### config.mk
export PLATFORM = sky130hd
export DESIGN_NAME = srw_wrap
export DESIGN_NICKNAME = d
export VERILOG_FILES = /design/src/hw/rtl/srw_pkg.sv /design/src/hw/rtl/srw_wrap.sv
export SDC_FILE = /design/constraint.sdc
export NUM_CORES = 2
export LEC_CHECK = 0
export ABC_AREA = 1
export BUFFER_PORTS_ARGS = -buffer_cell sky130_fd_sc_hd__buf_2
export CAP_MARGIN = 25
export CORE_UTILIZATION = 61
export DETAILED_ROUTE_END_ITERATION = 8
export PLACE_DENSITY = 0.79
export SLEW_MARGIN = 30
export SYNTH_ARGS = -nofsm -noshare
export SYNTH_HDL_FRONTEND = slang
export SYNTH_SLANG_ARGS = --single-unit
### constraint.sdc
create_clock -name aclk -period 8.4 [get_ports aclk]
set_input_delay 0.84 -clock aclk [delete_from_list [all_inputs] [get_ports aclk]]
set_output_delay 0.84 -clock aclk [all_outputs]
set_load 0.02 [all_outputs]
### src/hw/rtl/srw_pkg.sv
// ----------------------------------------------------------------------------
// srw_pkg: shared types and constants of the soft range weight core
// Fixed-point formats, the two-pi constant with its reciprocal, register
// indexes and the item structs passed between the pipeline sections.
// ----------------------------------------------------------------------------
package srw_pkg;

    localparam int FRAC_BITS   = 12;
    localparam int WEIGHT_BITS = 16;

    localparam int SAMPLE_W  = 32;
    localparam int FALL_W    = 31;
    localparam int WIDE_W    = SAMPLE_W + 2;
    localparam int CFG_IDX_W = 3;
    localparam int CFG_DATA_W = 32;

    localparam int OUT_W       = WEIGHT_BITS + 1;
    localparam int OUT_TDATA_W = ((OUT_W + 7) / 8) * 8;

    // Two pi in Q.FRAC_BITS, rounded from a Q60 value of pi
    localparam logic [63:0] PI_Q60 = 64'h3243_F6A8_885A_308D;
    localparam logic [63:0] TAU_Q  =
        (PI_Q60 + (64'd1 << (58 - FRAC_BITS))) >> (59 - FRAC_BITS);
    localparam int TAU_W = $clog2(TAU_Q);
    localparam int RES_W = TAU_W + 2;

    localparam logic signed [63:0]       TAU_S    = TAU_Q;
    localparam logic signed [RES_W-1:0]  TAU_RES  = TAU_Q[RES_W-1:0];
    localparam logic signed [RES_W-1:0]  TAU2_RES = TAU_RES <<< 1;
    localparam logic signed [WIDE_W-1:0] TAU_WIDE = TAU_Q[WIDE_W-1:0];

    // Reciprocal of two pi scaled so that it lands in [2^30, 2^31)
    localparam int RECIP_SHIFT = 30 + TAU_W;
    localparam logic [63:0] RECIP_FULL = (64'd1 << RECIP_SHIFT) / TAU_Q;
    localparam logic signed [SAMPLE_W-1:0] RECIP_M = RECIP_FULL[SAMPLE_W-1:0];

    localparam logic [OUT_W-1:0]       ONE_W     = {1'b1, {WEIGHT_BITS{1'b0}}};
    localparam logic [WEIGHT_BITS+1:0] THREE_ONE = {2'b11, {WEIGHT_BITS{1'b0}}};

    typedef enum logic [CFG_IDX_W-1:0] {
        CFG_BAND_LOW   = 3'd0,
        CFG_BAND_HIGH  = 3'd1,
        CFG_FALL_BELOW = 3'd2,
        CFG_FALL_ABOVE = 3'd3,
        CFG_ANGULAR    = 3'd4,
        CFG_INVERT     = 3'd5
    } cfg_reg_t;

    typedef enum logic [1:0] {
        BAND_ZERO,
        BAND_FULL,
        BAND_LOWER,
        BAND_UPPER
    } band_t;

    typedef struct packed {
        logic signed [SAMPLE_W-1:0] band_low;
        logic signed [SAMPLE_W-1:0] band_high;
        logic [FALL_W-1:0]          fall_below;
        logic [FALL_W-1:0]          fall_above;
        logic                       angular_mode;
        logic                       invert_weight;
    } cfg_t;

    typedef struct packed {
        logic signed [SAMPLE_W-1:0] v;
        logic signed [SAMPLE_W-1:0] lo;
        logic signed [SAMPLE_W-1:0] hi;
        logic                       present;
    } sample_set_t;

    typedef struct packed {
        band_t             band;
        logic [FALL_W-1:0] num;
        logic [FALL_W-1:0] den;
    } frac_item_t;

    typedef struct packed {
        band_t                  band;
        logic [WEIGHT_BITS-1:0] t;
    } tpos_item_t;

endpackage

### src/hw/rtl/srw_wrap.sv
// ----------------------------------------------------------------------------
// srw_wrap: modulo two pi for sample and band edges (angular mode only)
// Three lanes in lockstep. Quotient by reciprocal multiply, remainder by a
// constant multiply and subtract, then one add or subtract of two pi fixes it.
// ----------------------------------------------------------------------------
module srw_wrap (
    input  logic                aclk,
    input  logic                aresetn,
    input  logic                pipe_en,
    input  srw_pkg::cfg_t       cfg,
    input  logic                in_valid,
    input  srw_pkg::sample_set_t in_item,
    output logic                out_valid,
    output srw_pkg::sample_set_t out_item
);
    import srw_pkg::*;

    localparam int LANES = 3;

    logic signed [SAMPLE_W-1:0]   lane_in   [LANES];
    logic signed [2*SAMPLE_W-1:0] prod_next [LANES];
    logic signed [2*SAMPLE_W-1:0] prod_reg  [LANES];
    logic signed [SAMPLE_W-1:0]   x1_reg    [LANES];
    logic signed [RES_W-1:0]      res_next  [LANES];
    logic signed [RES_W-1:0]      res_reg   [LANES];
    logic signed [SAMPLE_W-1:0]   x2_reg    [LANES];
    logic signed [SAMPLE_W-1:0]   out_next  [LANES];
    logic signed [SAMPLE_W-1:0]   out_reg   [LANES];
    logic [2:0]                   valid_reg;
    logic                         present1_reg;
    logic                         present2_reg;
    logic                         present3_reg;

    assign lane_in[0] = in_item.v;
    assign lane_in[1] = in_item.lo;
    assign lane_in[2] = in_item.hi;

    always_comb begin
        logic signed [SAMPLE_W-1:0] quot;
        logic signed [63:0]         diff_full;
        logic signed [RES_W-1:0]    fix;
        for (int l = 0; l < LANES; l++) begin
            prod_next[l] = lane_in[l] * RECIP_M;
            // estimate is exact or one off, so the residue lies in [-tau, 2*tau)
            quot         = SAMPLE_W'(prod_reg[l] >>> RECIP_SHIFT);
            diff_full    = 64'(x1_reg[l]) - 64'(quot) * TAU_S;
            res_next[l]  = RES_W'(diff_full);
            if (res_reg[l] < 0) begin
                fix = res_reg[l] + TAU_RES;
            end else if (res_reg[l] >= TAU_RES) begin
                fix = res_reg[l] - TAU_RES;
            end else begin
                fix = res_reg[l];
            end
            out_next[l] = cfg.angular_mode ? SAMPLE_W'(fix) : x2_reg[l];
        end
    end

    always_ff @(posedge aclk) begin
        if (!aresetn) begin
            valid_reg <= '0;
        end else if (pipe_en) begin
            valid_reg <= {valid_reg[1:0], in_valid};
        end
    end

    always_ff @(posedge aclk) begin
        if (pipe_en) begin
            for (int l = 0; l < LANES; l++) begin
                prod_reg[l] <= prod_next[l];
                x1_reg[l]   <= lane_in[l];
                res_reg[l]  <= res_next[l];
                x2_reg[l]   <= x1_reg[l];
                out_reg[l]  <= out_next[l];
            end
            present1_reg <= in_item.present;
            present2_reg <= present1_reg;
            present3_reg <= present2_reg;
        end
    end

    assign out_valid        = valid_reg[2];
    assign out_item.v       = out_reg[0];
    assign out_item.lo      = out_reg[1];
    assign out_item.hi      = out_reg[2];
    assign out_item.present = present3_reg;

`ifndef SYNTH
    a_residue_bound: assert property (@(posedge aclk) disable iff (!aresetn)
        valid_reg[1] |->
            (res_reg[0] >= -TAU_RES) && (res_reg[0] < TAU2_RES) &&
            (res_reg[1] >= -TAU_RES) && (res_reg[1] < TAU2_RES) &&
            (res_reg[2] >= -TAU_RES) && (res_reg[2] < TAU2_RES))
        else $error("wrap residue outside one correction step");
`endif

endmodule

After elaboration in Yosys (flattened, before gate mapping)
Memory sizes are Yosys's and may differ from the RTL's. Cells that the tools add are included.

Flip-flop bits (word level): 6. Bits in latches: 0. Bits in writable memories: 528. ROM bits: 0. Output and inout bits: 98. Logic and storage cells: 41. Memories: 5.

Memories: prod_reg (words 3, width 63, rd ports 3, clocked after memory_dff 0, write ports 3, RTL line srw_wrap.sv:22) `logic signed [2*SAMPLE_W-1:0] prod_reg [LANES];`; out_reg (words 3, width 32, rd ports 3, clocked after memory_dff 0, write ports 3, RTL line srw_wrap.sv:28) `logic signed [SAMPLE_W-1:0] out_reg [LANES];`; x1_reg (words 3, width 32, rd ports 3, clocked after memory_dff 0, write ports 3, RTL line srw_wrap.sv:23) `logic signed [SAMPLE_W-1:0] x1_reg [LANES];`; x2_reg (words 3, width 32, rd ports 3, clocked after memory_dff 0, write ports 3, RTL line srw_wrap.sv:26) `logic signed [SAMPLE_W-1:0] x2_reg [LANES];`; res_reg (words 3, width 17, rd ports 3, clocked after memory_dff 0, write ports 3, RTL line srw_wrap.sv:25) `logic signed [RES_W-1:0] res_reg [LANES];`.

Add/sub/neg operators: 9. Multipliers: 6. Divide/modulo/power cells: 0. $lt $le $gt $ge: 6. Equal/unequal tests: 0. Shift operators: 0. Multiplexer cells: 11. Bitwise logic cells: 0. Reductions and logical operators: 0.

Operators with widths (count): $mul A32 B31 Y63 const B (3); $mux W17 (6); $mux W32 (3); $mul A19 B13 Y14 const B (3); $add A17 B16 Y17 const B (3); $ge A17 B16 Y1 const B (3); $lt A17 B1 Y1 const B (3); $sub A17 B16 Y17 const B (3); $sub A17 B17 Y17 (3); $mux W1 (2).

Longest topological paths before layout
An unclocked memory read counts as a cell.

Depth in word-level cells: 5. Gate-level depth with buffers: 29. Depth with buffers taken out: 29.

Worst setup path before layout
Ideal clock, no wire load.

Path type: input to register. From: input in_item[96] (netlist bit). To: memory prod_reg[0][56] (netlist bit), data pin. Data arrival time: 6835 ps. Data required time: 8147 ps. Slack: 1312 ps. Stages: 22. Path buffers: 1. Cells stage by stage: buf_4 clkinv_1 fa_1 fa_1 fa_1 inv_1 fa_1 fa_1 fa_1 inv_1 fa_1 inv_1 ha_1 nand2_1 nor2_1 inv_1 nor2_1 nand4_1 nor3b_1 nand2_1 nand4_1 nand2_1.

RTL lines: from (decl) (RTL line srw_wrap.sv:12) `input srw_pkg::sample_set_t in_item,`; to (decl) (RTL line srw_wrap.sv:22).

==> impl_metrics.xml <==
<?xml version="1.0" encoding="UTF-8"?>
<metrics>
  <group name="outcome">
    <metric name="status" unit="">finished clean</metric>
  </group>
  <group name="layout">
    <metric name="fin_nets" unit="">11000</metric>
    <metric name="final_common_cell" unit="">sky130_fd_sc_hd__inv_1</metric>
    <metric name="post_route_cells_drive_above_1_share" unit="">0.0379</metric>
    <metric name="syn2layout_area_growth" unit="%">6.10</metric>
    <metric name="commonest_cells_after_routing_fill_and_taps_aside" unit="">sky130_fd_sc_hd__inv_1 (2619), sky130_fd_sc_hd__nand2_1 (1325), sky130_fd_sc_hd__fa_1 (1251)</metric>
  </group>
  <group name="logic_synthesis">
    <metric name="synth.cell_area" unit="µm²">73200</metric>
    <metric name="yosys_most_used_dff" unit="">sky130_fd_sc_hd__edfxtp_1</metric>
    <metric name="async_reset_ff_frac" unit="">0</metric>
    <metric name="synth-edff-count" unit="">375</metric>
    <metric name="netlist_instances" unit="">8180</metric>
    <metric name="synth.ff_latch_count" unit="">378</metric>
    <metric name="synth-seq-area-share" unit="">0.155</metric>
    <metric name="mean_instance_size_in_the_synthesized_netlist" unit="µm²">8.94</metric>
    <metric name="synth_warnings" unit="">0</metric>
    <metric name="synthesis.nets" unit="">10800</metric>
    <metric name="yosys.cell_types.count" unit="">49</metric>
  </group>
  <group name="worst_setup_path">
    <metric name="ff2ff_setup_slack" unit="ns">3.70</metric>
    <metric name="timing.critical_path.max_delay_family" unit="">adder cells</metric>
    <metric name="worstReg2RegEnd" unit="">res_reg[0][16]$_DFFE_PP_</metric>
    <metric name="worst-path-buf-inv" unit="">6</metric>
    <metric name="worstSetupPathType" unit="">input pin to flop</metric>
    <metric name="crit_start" unit="">in_item[88]</metric>
    <metric name="worst_setup_path_end_kind" unit="">flop</metric>
    <metric name="startpoint_of_the_worst_slack_reg_to_reg_timing_path" unit="">prod_reg[0][45]$_DFFE_PP_</metric>
    <metric name="crit_path_frequent_cell" unit="">sky130_fd_sc_hd__fa_1</metric>
    <metric name="slowest_stage" unit="">sky130_fd_sc_hd__fa_1</metric>
    <metric name="worstPathMaxFanout" unit="">11</metric>
    <metric name="worst-endpoint-required" unit="ns">8.73</metric>
    <metric name="r2r.worst_path.cells" unit="">17</metric>
    <metric name="worst-path-stages" unit="">24</metric>
    <metric name="cp_data_arrival_time" unit="ns">7.23</metric>
    <metric name="critical_path.startpoint_type" unit="">input pin</metric>
    <metric name="cp_slowest_stage_delay" unit="ns">0.58</metric>
    <metric name="cp_cell_sequence" unit="">buf_2 -&gt; inv_1 -&gt; fa_1 -&gt; inv_1 -&gt; fa_1 -&gt; ha_1 -&gt; fa_1 -&gt; fa_1 -&gt; fa_1 -&gt; fa_1 -&gt; inv_1 -&gt; fa_1 -&gt; inv_1 -&gt; ha_1 -&gt; a21oi_1 -&gt; nand2_1 -&gt; nand2_1 -&gt; nand2_1 -&gt; a21oi_1 -&gt; nand2_1 -&gt; nor2_1 -&gt; inv_1 -&gt; nand2_1 -&gt; nand2_1</metric>
    <metric name="worst_setup_path_endpoint" unit="">prod_reg[0][57]$_DFFE_PP_</metric>
  </group>
  <group name="cts">
    <metric name="cts_sink_cnt" unit="">378</metric>
    <metric name="htreeDepth" unit="">2</metric>
    <metric name="post_cts.resized_instances" unit="">0</metric>
    <metric name="clk_path_buf_depth" unit="">3</metric>
    <metric name="clock_insertion_delay_worst_skew" unit="ns">0.63</metric>
    <metric name="numCtsBuffers" unit="">44</metric>
    <metric name="postCtsSetupRepairBufs" unit="">0</metric>
    <metric name="cts-root-buf" unit="">sky130_fd_sc_hd__clkbuf_16</metric>
    <metric name="hold_buffers" unit="">0</metric>
    <metric name="cts_tree" unit="">yes</metric>
    <metric name="cts.reportedPaths.clkPinSlew" unit="ns">0.06</metric>
  </group>
  <group name="die">
    <metric name="die-area" unit="µm²">121000</metric>
    <metric name="fp.dieW" unit="µm">348</metric>
    <metric name="placementRows" unit="">126</metric>
    <metric name="initial_standard_cell_utilization_of_the_core" unit="">0.617</metric>
    <metric name="design.core.area" unit="µm²">119000</metric>
    <metric name="die_height" unit="µm">348</metric>
    <metric name="io_pins" unit="">327</metric>
  </group>
  <group name="grt">
    <metric name="grt_overflow_total" unit="">0</metric>
    <metric name="grt_max_degree" unit="">122</metric>
    <metric name="first_pass_grt_wire_length" unit="µm">298000</metric>
    <metric name="globalRouteTotalUtil" unit="">0.317</metric>
    <metric name="grt_antenna_before_repair" unit="">4</metric>
    <metric name="first_global_vias" unit="">56300</metric>
  </group>
  <group name="drt">
    <metric name="vias_per_cell" unit="">5.32</metric>
    <metric name="drc" unit="">0</metric>
    <metric name="antenna_left" unit="">0</metric>
    <metric name="first_pass_iters" unit="">6</metric>
    <metric name="routed-via-count" unit="">53400</metric>
    <metric name="drt-total-wl" unit="µm">185000</metric>
    <metric name="drt_iter0_drc" unit="">3653</metric>
    <metric name="avgRoutedWirePerCell" unit="µm">18.4</metric>
  </group>
  <group name="sta">
    <metric name="final_setup_violation_count" unit="">0</metric>
    <metric name="max-slew-margin-rel" unit="">0.404</metric>
    <metric name="period_minus_ws_final" unit="ns">6.90</metric>
    <metric name="timing_hold_violations_final" unit="">0</metric>
    <metric name="tns" unit="ns">0</metric>
    <metric name="report.final.slew_viol_count" unit="">0</metric>
    <metric name="grt_setup_unrepaired" unit="">no</metric>
    <metric name="final.period_utilization" unit="">0.821</metric>
    <metric name="clock.fmax" unit="MHz">145</metric>
    <metric name="skew" unit="ns">0.0473</metric>
    <metric name="fin_ws" unit="ns">1.50</metric>
    <metric name="max_slew.worst_pin.slew" unit="ns">0.894</metric>
  </group>
  <group name="place">
    <metric name="place.detailed.hpwl" unit="µm">158000</metric>
    <metric name="dpl_worst_slack" unit="ns">0.956</metric>
    <metric name="portBuffers" unit="">199</metric>
    <metric name="gp_routability_congestion" unit="">0.969</metric>
  </group>
  <group name="worst_hold_path">
    <metric name="min_from" unit="">in_item[0]</metric>
    <metric name="min-delay-path-class" unit="">input pin to flop</metric>
  </group>
  <group name="flow_run">
    <metric name="max-cap-violations" unit="">0</metric>
  </group>
</metrics>
[cell type report]
type / count / area, µm²
multi-input cells: 5132 / 51800
fillers: 9645 / 40900
flip-flops and latches: 378 / 11300
repair buffers: 230 / 1250
clock buffers: 48 / 1120
inverters: 2626 / 9860
diodes: 1 / 2.50
well taps: 1600 / 2000
clock inverters: 29 / 298
[kinds of logic (layout without fill, tap and decap cells)]
logic type | Yosys count | in the layout | synth area share
AOI/OAI and AO/OA | 523 | 523 | 0.0399
DFF | 378 | 378 | 0.155
adders and majority gates | 2377 | 2377 | 0.535
buffers and inverters | 2670 | 2933 | 0.138
xor gates and xnor gates | 110 | 110 | 0.0132
and+or+nand+nor | 2122 | 2122 | 0.120
other | 0 | 1 | 0
[metrics by stage]
stage	util	instances	area [µm²]	hold WS, ns
finish	0.655	10000	77600	0.403
global route	0.655	10000	77600	0.385
CTS	0.655	10000	77600	0.361
detailed placement	0.643	9966	76200	0.405
global placement	0.643	9966	76200	0.400
floorplan	-	8180	73200	0.400
[worst min-delay path by stage]
| stage | to | slack (ns) | cells past startpoint |
|---|---|---|---|
| after floorplan | present2_reg$_DFFE_PP_ | 0.40 | 0 |
| after global placement | x2_reg[0][50]$_DFFE_PP_ | 0.40 | 0 |
| after detailed placement | x2_reg[0][1]$_DFFE_PP_ | 0.40 | 0 |
| after CTS | present1_reg$_DFFE_PP_ | 0.36 | 1 |
| after global routing | present1_reg$_DFFE_PP_ | 0.39 | 1 |
| final | present1_reg$_DFFE_PP_ | 0.40 | 1 |
[worst reg2reg max path, cell delays in order, from the launching register on]
cell,delay (ns)
sky130_fd_sc_hd__edfxtp_1,0.55
sky130_fd_sc_hd__ha_1,0.36
sky130_fd_sc_hd__inv_1,0.05
sky130_fd_sc_hd__fa_1,0.45
sky130_fd_sc_hd__fa_1,0.49
sky130_fd_sc_hd__inv_1,0.05
sky130_fd_sc_hd__fa_1,0.44
sky130_fd_sc_hd__ha_1,0.30
sky130_fd_sc_hd__ha_1,0.33
sky130_fd_sc_hd__xor2_1,0.31
sky130_fd_sc_hd__ha_1,0.34
sky130_fd_sc_hd__a21o_1,0.17
sky130_fd_sc_hd__a31oi_1,0.15
sky130_fd_sc_hd__nand2_1,0.08
sky130_fd_sc_hd__a21oi_1,0.21
sky130_fd_sc_hd__inv_1,0.06
sky130_fd_sc_hd__nand2_1,0.06
sky130_fd_sc_hd__nand2_1,0.04
[synthesized netlist by cell type, types with 26 or more instances]
cell type                     n  share of area
sky130_fd_sc_hd__o21bai_1    66         0.0068
sky130_fd_sc_hd__inv_1     2619           0.13
sky130_fd_sc_hd__xor2_1      63         0.0075
sky130_fd_sc_hd__fa_1      1251           0.34
sky130_fd_sc_hd__xnor2_1     47         0.0056
sky130_fd_sc_hd__nor2_1     332          0.017
sky130_fd_sc_hd__clkbuf_1    26         0.0013
sky130_fd_sc_hd__edfxtp_1   375           0.15
sky130_fd_sc_hd__nand3_1    285          0.019
sky130_fd_sc_hd__o21ai_0    155          0.011
sky130_fd_sc_hd__a21oi_1    249          0.017
sky130_fd_sc_hd__ha_1      1125           0.19
sky130_fd_sc_hd__nand2_1   1325          0.068
sky130_fd_sc_hd__nand4_1     57         0.0049
sky130_fd_sc_hd__nor3_1      58         0.0040
[layer usage]
layer	up-vias	wire length [µm]	GRT usage
li1	25100	-	-
met1	26100	78400	0.429
met2	1801	85900	0.519
met3	413	14100	0.0527
met4	0	6500	0.102
met5	-	0	0
Power is left out: the tool's default activity adds up to more than one toggle a clock period on the data nets, which glitch-free logic cannot reach.
